<file path="config.mk">
export PLATFORM = sky130hd
export DESIGN_NAME = moving_average_filter_core
export DESIGN_NICKNAME = d
export VERILOG_FILES = /design/src/rtl/core/maf_pkg.sv /design/src/rtl/core/maf_ram.sv /design/src/rtl/core/maf_div.sv /design/src/rtl/core/moving_average_filter_core.sv
export SDC_FILE = /design/constraint.sdc
export NUM_CORES = 2
export LEC_CHECK = 0
export ABC_AREA = 1
export BUFFER_PORTS_ARGS = -buffer_cell sky130_fd_sc_hd__buf_2
export CAP_MARGIN = 10
export CORE_AREA = 2 2 571 573
export CTS_CLUSTER_DIAMETER = 50
export CTS_CLUSTER_SIZE = 10
export DETAILED_ROUTE_END_ITERATION = 7
export DIE_AREA = 0 0 573 575
export GPL_ROUTABILITY_DRIVEN = 0
export PLACE_DENSITY_LB_ADDON = 0.2
export SLEW_MARGIN = 20
export SYNTH_ARGS = -nofsm -noshare
export SYNTH_HDL_FRONTEND = slang
export SYNTH_HIERARCHICAL = 1
export SYNTH_SLANG_ARGS = --single-unit
</file>
<file path="constraint.sdc">
create_clock -name clk -period 4.95 [get_ports clk]
set_input_delay 0.2475 -clock clk [delete_from_list [all_inputs] [get_ports clk]]
set_output_delay 0.2475 -clock clk [all_outputs]
set_load 0.02 [all_outputs]
</file>
<file path="src/rtl/core/maf_pkg.sv">
// ----------------------------------------------------------------------------
// Moving average filter package
// Shared widths, register indexes, controller states and the divider status
// bundle used by the boxcar moving average filter core.
// ----------------------------------------------------------------------------
package maf_pkg;

  localparam int DATA_W         = 16;
  localparam int WS_W           = 8;
  localparam int CFG_IDX_W      = 2;
  localparam int CFG_DATA_W     = 16;
  localparam int WINDOW_MAX_DEF = 128;

  localparam logic [CFG_IDX_W-1:0] REG_WINDOW_SIZE = 2'd0;
  localparam logic [CFG_IDX_W-1:0] REG_FILL_VALUE  = 2'd1;

  typedef enum logic [2:0] {
    ST_IDLE,
    ST_REFILL,
    ST_READ,
    ST_SUB,
    ST_ADD,
    ST_DIV_GO,
    ST_DIV_WAIT,
    ST_OUT
  } state_t;

  typedef struct packed {
    logic busy;
    logic done;
  } div_rsp_t;

endpackage

</file>
<file path="src/rtl/core/maf_ram.sv">
// ----------------------------------------------------------------------------
// Generic single-port-write RAM
// One write port and one read port with a registered read data output.
// ----------------------------------------------------------------------------
module maf_ram #(
  parameter int WIDTH  = 16,
  parameter int DEPTH  = 128,
  parameter int ADDR_W = (DEPTH > 1) ? $clog2(DEPTH) : 1
) (
  input  logic              clk,
  input  logic              we,
  input  logic [ADDR_W-1:0] waddr,
  input  logic [WIDTH-1:0]  wdata,
  input  logic              re,
  input  logic [ADDR_W-1:0] raddr,
  output logic [WIDTH-1:0]  rdata
);

  logic [WIDTH-1:0] mem_r [DEPTH];
  logic [WIDTH-1:0] rdata_r;

  always_ff @(posedge clk) begin
    if (we) begin
      mem_r[waddr] <= wdata;
    end
    if (re) begin
      rdata_r <= mem_r[raddr];
    end
  end

  assign rdata = rdata_r;

endmodule

</file>
<file path="src/rtl/core/maf_div.sv">
// ----------------------------------------------------------------------------
// Bit-serial signed divider
// Restoring division of a signed sum by an unsigned window length, one
// quotient bit per cycle, with the quotient truncated toward zero.
// ----------------------------------------------------------------------------
module maf_div #(
  parameter int SUM_W = 24,
  parameter int DIV_W = 8
) (
  input  logic                              clk,
  input  logic                              rst_n,
  input  logic                              start,
  input  logic signed [SUM_W-1:0]           dividend,
  input  logic [DIV_W-1:0]                  divisor,
  output logic signed [maf_pkg::DATA_W-1:0] quotient,
  output maf_pkg::div_rsp_t                 rsp
);

  import maf_pkg::*;

  localparam int CNT_W = $clog2(SUM_W + 1);

  logic [CNT_W-1:0] cnt_r, cnt_nxt;
  logic             done_r, done_nxt;
  logic             neg_r, neg_nxt;
  logic [SUM_W-1:0] quo_r, quo_nxt;
  logic [DIV_W-1:0] rem_r, rem_nxt;

  logic [SUM_W-1:0] dividend_u;
  logic [SUM_W-1:0] mag;
  logic [DIV_W:0]   trial;
  logic [DIV_W:0]   diff;
  logic             fits;

  assign dividend_u = dividend;
  assign mag   = dividend[SUM_W-1] ? (~dividend_u + SUM_W'(1)) : dividend_u;
  assign trial = {rem_r, quo_r[SUM_W-1]};
  assign fits  = (trial >= {1'b0, divisor});
  assign diff  = trial - {1'b0, divisor};

  always_comb begin
    cnt_nxt  = cnt_r;
    neg_nxt  = neg_r;
    quo_nxt  = quo_r;
    rem_nxt  = rem_r;
    done_nxt = 1'b0;
    if (start) begin
      cnt_nxt = CNT_W'(SUM_W);
      neg_nxt = dividend[SUM_W-1];
      quo_nxt = mag;
      rem_nxt = '0;
    end else if (cnt_r != '0) begin
      // The dividend shifts out at the top while quotient bits enter below.
      quo_nxt  = {quo_r[SUM_W-2:0], fits};
      rem_nxt  = fits ? diff[DIV_W-1:0] : trial[DIV_W-1:0];
      cnt_nxt  = cnt_r - CNT_W'(1);
      done_nxt = (cnt_r == CNT_W'(1));
    end
  end

  always_ff @(posedge clk) begin
    if (!rst_n) begin
      cnt_r  <= '0;
      done_r <= 1'b0;
    end else begin
      cnt_r  <= cnt_nxt;
      done_r <= done_nxt;
    end
  end

  always_ff @(posedge clk) begin
    neg_r <= neg_nxt;
    quo_r <= quo_nxt;
    rem_r <= rem_nxt;
  end

  // The average always fits the output width, so only the low bits matter.
  assign quotient = neg_r ? $signed(~quo_r[DATA_W-1:0] + DATA_W'(1))
                          : $signed(quo_r[DATA_W-1:0]);

  assign rsp.busy = (cnt_r != '0);
  assign rsp.done = done_r;

endmodule

</file>
<file path="src/rtl/core/moving_average_filter_core.sv">
// ----------------------------------------------------------------------------
// Boxcar moving average filter core
// Keeps a circular window of recent samples and a running sum, and returns
// the window average truncated toward zero for every input sample.
// ----------------------------------------------------------------------------
// Usage:
//   The input channel (in_valid, in_stall, in_sample) takes one signed sample
//   per beat; the result channel (out_valid, out_stall, out_average) returns
//   one signed average per sample, in order. The configuration port writes
//   window_size (index 0) or fill_value (index 1); any such write refills the
//   window with fill_value, clears the write position and reloads the sum.
//   Writes to other indexes are ignored.
//   One sample is processed at a time. An accepted sample passes through the
//   read, subtract, add, divider start, divider wait and output states before
//   the next acceptance, the wait set by the bit-serial divider that produces
//   one quotient bit per cycle; the result is loaded in the output state.
//   A configuration write holds in_stall high for one cycle while the sum
//   is reloaded. After reset the window is 1 and the fill value is 0.
//   The result sits in an output register; while the receiver stalls, the
//   next sample is still accepted and processed, and only the transfer of
//   its result waits.
// ----------------------------------------------------------------------------
module moving_average_filter_core #(
  parameter int WINDOW_MAX = maf_pkg::WINDOW_MAX_DEF
) (
  input  logic                                  clk,
  input  logic                                  rst_n,
  input  logic                                  in_valid,
  output logic                                  in_stall,
  input  logic signed [maf_pkg::DATA_W-1:0]     in_sample,
  output logic                                  out_valid,
  input  logic                                  out_stall,
  output logic signed [maf_pkg::DATA_W-1:0]     out_average,
  input  logic                                  cfg_we,
  input  logic [maf_pkg::CFG_IDX_W-1:0]         cfg_index,
  input  logic [maf_pkg::CFG_DATA_W-1:0]        cfg_wdata
);

  import maf_pkg::*;

  localparam int IDX_W = (WINDOW_MAX > 1) ? $clog2(WINDOW_MAX) : 1;
  localparam int CNT_W = $clog2(WINDOW_MAX + 1);
  localparam int SUM_W = DATA_W + CNT_W;
  localparam int CMP_W = (CNT_W > WS_W) ? CNT_W : WS_W;

  state_t state_r, state_nxt;

  logic [WS_W-1:0]          window_size_r, window_size_nxt;
  logic signed [DATA_W-1:0] fill_value_r, fill_value_nxt;
  logic [IDX_W-1:0]         idx_r, idx_nxt;
  logic                     wrapped_r, wrapped_nxt;
  logic signed [SUM_W-1:0]  sum_r, sum_nxt;
  logic signed [DATA_W-1:0] sample_r, sample_nxt;
  logic                     out_valid_r, out_valid_nxt;
  logic signed [DATA_W-1:0] out_average_r, out_average_nxt;

  logic                      cfg_hit;
  logic [CNT_W-1:0]          n;
  logic [CNT_W-1:0]          idx_inc;
  logic signed [SUM_W:0]     fill_prod;
  logic [DATA_W-1:0]         ram_rdata;
  logic signed [DATA_W-1:0]  old_sample;
  logic                      ram_re;
  logic                      ram_we;
  logic                      div_start;
  logic                      out_load;
  logic signed [DATA_W-1:0]  div_quot;
  div_rsp_t                  div_rsp;

  assign cfg_hit = cfg_we &&
                   (cfg_index == REG_WINDOW_SIZE || cfg_index == REG_FILL_VALUE);

  // Effective window length, clamped to 1..WINDOW_MAX.
  always_comb begin
    if (window_size_r == '0) begin
      n = CNT_W'(1);
    end else if (CMP_W'(window_size_r) > CMP_W'(WINDOW_MAX)) begin
      n = CNT_W'(WINDOW_MAX);
    end else begin
      n = CNT_W'(window_size_r);
    end
  end

  assign idx_inc   = CNT_W'(idx_r) + CNT_W'(1);
  assign fill_prod = fill_value_r * $signed({1'b0, n});

  // Entries are written in order from zero after a refill, so the entry at
  // the write position holds a sample only once the position has wrapped.
  assign old_sample = wrapped_r ? $signed(ram_rdata) : fill_value_r;

  maf_ram #(
    .WIDTH  (DATA_W),
    .DEPTH  (WINDOW_MAX),
    .ADDR_W (IDX_W)
  ) u_window (
    .clk   (clk),
    .we    (ram_we),
    .waddr (idx_r),
    .wdata (sample_r),
    .re    (ram_re),
    .raddr (idx_r),
    .rdata (ram_rdata)
  );

  maf_div #(
    .SUM_W (SUM_W),
    .DIV_W (CNT_W)
  ) u_div (
    .clk      (clk),
    .rst_n    (rst_n),
    .start    (div_start),
    .dividend (sum_r),
    .divisor  (n),
    .quotient (div_quot),
    .rsp      (div_rsp)
  );

  always_comb begin
    state_nxt = state_r;
    case (state_r)
      ST_IDLE: begin
        if (in_valid) begin
          state_nxt = ST_READ;
        end
      end
      ST_REFILL:   state_nxt = ST_IDLE;
      ST_READ:     state_nxt = ST_SUB;
      ST_SUB:      state_nxt = ST_ADD;
      ST_ADD:      state_nxt = ST_DIV_GO;
      ST_DIV_GO:   state_nxt = ST_DIV_WAIT;
      ST_DIV_WAIT: begin
        if (div_rsp.done) begin
          state_nxt = ST_OUT;
        end
      end
      ST_OUT: begin
        if (!out_valid_r || !out_stall) begin
          state_nxt = ST_IDLE;
        end
      end
      default:     state_nxt = ST_IDLE;
    endcase
    if (cfg_hit) begin
      state_nxt = ST_REFILL;
    end
  end

  always_comb begin
    in_stall  = (state_r != ST_IDLE);
    ram_re    = (state_r == ST_IDLE) && in_valid;
    ram_we    = (state_r == ST_SUB);
    div_start = (state_r == ST_DIV_GO);
    out_load  = (state_r == ST_OUT) && (!out_valid_r || !out_stall);
  end

  always_comb begin
    window_size_nxt = window_size_r;
    fill_value_nxt  = fill_value_r;
    idx_nxt         = idx_r;
    wrapped_nxt     = wrapped_r;
    sum_nxt         = sum_r;
    sample_nxt      = sample_r;

    if (cfg_we && cfg_index == REG_WINDOW_SIZE) begin
      window_size_nxt = cfg_wdata[WS_W-1:0];
    end
    if (cfg_we && cfg_index == REG_FILL_VALUE) begin
      fill_value_nxt = $signed(cfg_wdata[DATA_W-1:0]);
    end

    if (ram_re) begin
      sample_nxt = in_sample;
    end

    case (state_r)
      ST_REFILL: begin
        idx_nxt     = '0;
        wrapped_nxt = 1'b0;
        sum_nxt     = fill_prod[SUM_W-1:0];
      end
      ST_SUB: begin
        sum_nxt = sum_r - SUM_W'(old_sample);
        if (idx_inc == n) begin
          idx_nxt     = '0;
          wrapped_nxt = 1'b1;
        end else begin
          idx_nxt = idx_inc[IDX_W-1:0];
        end
      end
      ST_ADD: begin
        sum_nxt = sum_r + SUM_W'(sample_r);
      end
      default: begin
      end
    endcase

    out_valid_nxt   = out_load ? 1'b1 : (out_valid_r && out_stall);
    out_average_nxt = out_load ? div_quot : out_average_r;
  end

  always_ff @(posedge clk) begin
    if (!rst_n) begin
      state_r       <= ST_IDLE;
      window_size_r <= WS_W'(1);
      fill_value_r  <= '0;
      idx_r         <= '0;
      wrapped_r     <= 1'b0;
      sum_r         <= '0;
      out_valid_r   <= 1'b0;
    end else begin
      state_r       <= state_nxt;
      window_size_r <= window_size_nxt;
      fill_value_r  <= fill_value_nxt;
      idx_r         <= idx_nxt;
      wrapped_r     <= wrapped_nxt;
      sum_r         <= sum_nxt;
      out_valid_r   <= out_valid_nxt;
    end
  end

  always_ff @(posedge clk) begin
    sample_r      <= sample_nxt;
    out_average_r <= out_average_nxt;
  end

  assign out_valid   = out_valid_r;
  assign out_average = out_average_r;

  a_idx_in_window: assert property (@(posedge clk) disable iff (!rst_n)
    state_r == ST_IDLE |-> CNT_W'(idx_r) < n)
    else $error("write position outside the active window");

  a_accept_reads: assert property (@(posedge clk) disable iff (!rst_n)
    in_valid && !in_stall && !cfg_hit |=> state_r == ST_READ)
    else $error("accepted beat did not start a window read");

  a_out_from_load: assert property (@(posedge clk) disable iff (!rst_n)
    $rose(out_valid_r) |-> $past(state_r == ST_OUT))
    else $error("result appeared outside the output load state");

  a_refill_clears: assert property (@(posedge clk) disable iff (!rst_n)
    state_r == ST_REFILL && !cfg_hit |=> idx_r == '0 && !wrapped_r)
    else $error("refill did not clear the write position");

endmodule

</file>
---- Word-level counts from Yosys, hierarchy flattened ----
Memories as Yosys holds them, arrays and structs flattened. A register that Yosys moved wholly into a read port is not among the register bits.
Cells that the tools add are included.
storage, ports and cells
  bits in registers ....................... 131
  memory bits (writable) .................. 2048
  input bits .............................. 39
  output and inout port bits .............. 18
  word-level logic and storage cells ...... 95
  memories ................................ 1
operators by class
  $add $sub $neg .......................... 7
  $mul .................................... 1
  $lt $le $gt $ge ......................... 2
  equal/unequal tests ..................... 17
  muxes and demuxes ....................... 23
  bitwise operators ....................... 4
  reductions and logical operators ........ 24
memories
  memory          depth  width  read ports  clocked after Yosys merged registers in  write ports  RTL line       RTL
  u_window.mem_r  128    16     1           1                                        1            maf_ram.sv:19  logic [WIDTH-1:0] mem_r [DEPTH];
operators by type and width
  operator                 number
  $mux W24                 3
  $pmux W24 S3             1
  $mux W16                 2
  $add A24 B1 Y24 const B  1
  $add A24 B16 Y24         1
  $mul A16 B9 Y24          1
  $mux W8                  3
  $not A24 Y24             1
  $pmux W3 S8              1
  $sub A24 B16 Y24         1
  $add A16 B1 Y16 const B  1
  $not A16 Y16             1
  $pmux W7 S2              1
  $eq A3 B3 Y1 const B     4
  $mux W5                  2
  $ge A9 B8 Y1             1
  $mux W3                  3
  $add A7 B1 Y8 const B    1
  $eq A8 B8 Y1             1
  $gt A8 B8 Y1 const B     1
  $logic_not A8 Y1         1
  $sub A8 B8 Y8            1
  $mux W7                  1
  $eq A3 B2 Y1 const B     2
  other kinds (23)         42

---- Logic depth before layout (Yosys ltp) ----
  word-level depth ........................ 6
  gate-level depth with buffers ........... 26
  gate-level depth less buffers ........... 25

---- Cells and area by module ----
Netlist, hierarchy kept.
modules (own cells, without submodules)
  module                      instances  cells each  area each (µm²)  sequential area each (µm²)
  maf_ram                     1          6793        82988.3          61979.4
  moving_average_filter_core  1          1434        10435.0          2162.1
  maf_div                     1          455         3104.2           1031.0

---- Worst setup path after synthesis ----
OpenSTA, ideal clock, no wires.
  kind .................................... reg2reg
  start ................................... register window_size_r[7]
  end ..................................... register sum_r[20]
  library setup time ...................... 109 ps
  data arrival time ....................... 4681 ps
  data required time ...................... 4841 ps
  slack ................................... 161 ps
  cell stages (with the launch flop) ...... 25
  buffers on the path ..................... 2
  clock period less this slack ............ 4789 ps
  path through ............................ dfxtp_1 -> buf_2 -> inv_2 -> nand2_1 -> inv_1 -> clkbuf_1 -> nand2_1 -> fa_1 -> inv_1 -> fa_1 -> inv_1 -> fa_1 -> fa_1 -> inv_1 -> ha_1 -> a21oi_1 -> nand2_1 -> a21boi_0 -> o21ai_0 -> nand3b_1 -> nand3_1 -> nand3_1 -> nand3_1 -> nand2_1 -> inv_1
between the ends
  longest elaborated chain between the ends .. 5
  elaborated cells between the ends (all ways) .. 6
  classes of those cells .................. mul: 1; order compare: 1; mux: 3; reduce/logical: 1
ends and longest elaborated chain
  item                      RTL line                           RTL
  start: declaration        moving_average_filter_core.sv:48   logic [WS_W-1:0] window_size_r, window_size_nxt;
  start signal: assignment  moving_average_filter_core.sv:212  window_size_r <= window_size_nxt;
  $gt A8 B8 Y1              moving_average_filter_core.sv:77   end else if (CMP_W'(window_size_r) > CMP_W'(WINDOW_MAX)) begin
  $mux W8                   moving_average_filter_core.sv:77
  $mux W8 *                 moving_average_filter_core.sv:75   if (window_size_r == '0) begin
  named net n[1]            moving_average_filter_core.sv:58   logic [CNT_W-1:0] n;
  $mul A16 B9 Y24 *         moving_average_filter_core.sv:85   assign fill_prod = fill_value_r * $signed({1'b0, n});
  $pmux W24 S3 *            moving_average_filter_core.sv:175  case (state_r)
  end signal: assignment    moving_average_filter_core.sv:216  sum_r <= sum_nxt;
  end: declaration          moving_average_filter_core.sv:52   logic signed [SUM_W-1:0] sum_r, sum_nxt;
The timed path passes the listed nets; every way through them passes the cells marked *.
A chain may end at the register's enable or synchronous reset.

---- Worst setup path after layout ----
  start ................................... register window_size_r[2]
  end ..................................... register sum_r[22]
between the ends
  longest elaborated chain between the ends .. 5
  elaborated cells between the ends (all ways) .. 6
  classes of those cells .................. mul: 1; order compare: 1; mux: 3; reduce/logical: 1
ends and longest elaborated chain
  item               RTL line
  $gt A8 B8 Y1       moving_average_filter_core.sv:77
  $mux W8            moving_average_filter_core.sv:77
  $mux W8 *          moving_average_filter_core.sv:75
  $mul A16 B9 Y24 *  moving_average_filter_core.sv:85
  $pmux W24 S3 *     moving_average_filter_core.sv:175
Every way passes the cells marked *; elsewhere a longest branch is shown, timed or not.

==> run summary <==
clk sink count -> 2195
Starting DRT DRC Count -> 6428
count leader, synth -> nand2_1
Post-DRT Antenna Nets -> 0
Die X -> 573 um
cell area after layout -> 113400 um^2
Clock Power Share -> 0.459
fmax -> 0.2066 GHz
maxcap violations -> 0
largest net degree at the start of global routing -> 179
Synth Flop Type -> edfxtp_1
Die H -> 575 um
Pwr Total -> 45.42 mW
# H-tree levels -> 5
dpl cell area -> 102700 um^2
number of detailed-route iterations in the first pass -> 7
synthesis warning total -> 6
top-area cell type share of the netlist area -> 0.6598
Top-Level Pins -> 57
Sum Neg Setup Slack -> 0 ps
Post-synth ARST share -> 0
internal power -> 34.42 mW
Worst Skew -> 44.43 ps
Leak -> 41.00 nW
Yosys top cell by area -> edfxtp_1
FILL cells -> 32022
gr usage total -> 0.1831
Mapped Cells -> 8682
final worst slack -> 110.1 ps
Hold Vio Cnt, Final -> 0
initial antenna violation count -> 14
net switching power -> 11.00 mW
Core ar. -> 323200 um^2
main area contributors after synthesis -> edfxtp_1 (66%), nand3_1 (11%), nand2_1 (9.8%)
CP Data Arrival Time -> 5610 ps
via count -> 66801
mean post-synth cell area -> 11.12 um^2
Max VDD drop -> 0.2745 mV
Post-synth EDFFs -> 2121
synth cell count leaders -> nand2_1 (2518), nand3_1 (2133), edfxtp_1 (2121)
P&R area growth vs syn -> 17.49%
layout cells sized above 1 -> 0.1137
worst skew pair latency -> 900 ps
CTS Buf Count -> 308
# rows -> 209
RSZ-0062 raised after global routing -> true
detailed-route DRC error count -> 0
Reg2Reg Depth -> 24
# setup viols final -> 0
worst path cell trace -> nor4_4 > nand3_2 > nand2_4 > inv_4 > nor2_4 > inv_2 > fa_2 > fa_1 > inv_1 > fa_1 > inv_1 > fa_1 > inv_1 > ha_4 > nand2_4 > nor3_2 > and2_1 > nand2_1 > nand2_1 > nand2_1 > nand3_1 > nand3_1 > nand2_1 > inv_1
worst hold path depth -> 2
worst-path fanout max -> 5
Critical Path Sink Type -> flop
Tcrit/Tclk final -> 0.9778
layout net count -> 9174
root buffer cell -> clkbuf_16
min cycle time layout -> 4840 ps
P per Cell Area -> 400.5 nW/um^2
CP required -> 5720 ps
Slew Viols, Final -> 0
vias per cell -> 4.967
Logic pwr share -> 0.078
Max-Slew Margin vs Limit -> 0.2276
TritonCTS clock tree -> yes
syn_nets -> 8907
vias in the first global route -> 65405
CP max-delay cell -> fa_1
switching part of the total -> 0.2421
Worst Tran Pin Value -> 1154 ps
Placement Setup Slack -> -142.5 ps
sequential area share after synthesis -> 0.6752
CP Class -> flop to flop
CP peak stage delay -> 570 ps
global-route wire length before repair -> 453600 um
Initial Util -> 0.2986
Yosys cell types -> 54
Die Area -> 329500 um^2
mapped cell area -> 96530 um^2
HPWL after detailed placement -> 179100 um
clock slew at reported path FFs -> 60 ps
final WL -> 309800 um
status -> complete, no violations
WL/cell -> 23.03 um
CP startpoint kind -> flop
clock buffer depth -> 4
Synth Register Bits -> 2195
grt ovf -> 0
Sequential Power Share -> 0.463
IO buf count -> 56
min-delay worst type -> input port to flop
## power groups by stage
| stage | logic, mW | registers (mW) | clock network [mW] |
|---|---|---|---|
| after floorplan | 2.14 | 21.5 | 0 |
| after global placement | 3.41 | 21.4 | 0 |
| after detailed placement | 3.44 | 21.4 | 0 |
| after CTS | 3.49 | 21.0 | 21.3 |
| after global routing | 3.95 | 21.0 | 22.0 |
| final | 3.54 | 21.0 | 20.9 |
## state kept, by name (all words and copies together), names as in the netlist
signal          count
fill_value_r       16
idx_r               7
out_average        16
out_valid           1
sample_r           16
state_r             3
sum_r              24
u_div/cnt_r         5
u_div/done_r        1
u_div/neg_r         1
u_div/quo_r        24
u_div/rem_r         8
u_window/mem_r   2048
u_window/rdata     16
window_size_r       8
wrapped_r           1
## final timing paths
kind / slack, ps / from / endpoint
max: 110 / window_size_r[2] / sum_r[22]
max reg2reg: 110 / window_size_r[2] / sum_r[22]
min: 100 / in_sample[6] / sample_r[6]
min reg2reg: 460 / u_div/rem_r[5] / u_div/rem_r[5]
## area by class of cell
class                      instances  area (um^2)  share of cell area
tap                             4325         5411             0.04772
inverter                         367         1434             0.01264
sequential                      2195        65200              0.5749
multi-input combinational       5621        27930              0.2463
clock inverter                   142         1546             0.01364
timing repair buffer             456         3943             0.03476
antenna                            5        12.51           0.0001103
clock buffer                     338         7936             0.06998
## through the flow
| stage | hold WS (ps) | utilization | cells |
|---|---|---|---|
| after floorplan | 346.4 | - | 8682 |
| after global placement | 427.7 | 0.3176 | 12897 |
| after detailed placement | 427.4 | 0.3177 | 12897 |
| after CTS | 38.93 | 0.3488 | 13431 |
| after global routing | 89.67 | 0.3508 | 13445 |
| final | 99.90 | 0.3509 | 13449 |
## layer usage
metal | share of wire | GRT usage
met5 | 0 | 0
met4 | 0.028 | 0.05421
met3 | 0.063 | 0.02669
met2 | 0.47 | 0.2983
met1 | 0.44 | 0.2523
## worst max-delay path: cells and delay by family (launching register included)
| family | cells | cell delay, ps |
|---|---|---|
| simple gates | 13 | 1640 |
| buf+inv | 6 | 340 |
| flops | 1 | 330 |
| fa+ha+maj | 5 | 2440 |
## what timing repair did
item / CTS / global route
cloned: 0 / 1
buffers inserted: 0 / 12
endpoints found under the hold margin: 77 / 0
hold buffers: 54 / 0
endpoints found under the setup margin: 10 / 15
pin swaps: 2 / 73
gates resized for setup: 10 / 143
## placed cells by master, fill, tap and decap left out, types with 66 or more instances in the layout
cell,n
nand2_1,2494
nand3_1,2125
edfxtp_1,2121
inv_1,327
clkbuf_16,314
nor2_1,305
buf_4,301
fa_1,100
a21oi_1,95
o21ai_0,86
ha_1,71
dfxtp_1,66
## cell families after synthesis
group,share of synthesized area
and+or+nand+nor,0.2298
DFF,0.6752
AOI/OAI and AO/OA,0.01575
buffers and inverters,0.04184
adders and majority gates,0.03204
xor gates and xnor gates,0.005353
Power figures use the tool's default switching activity.
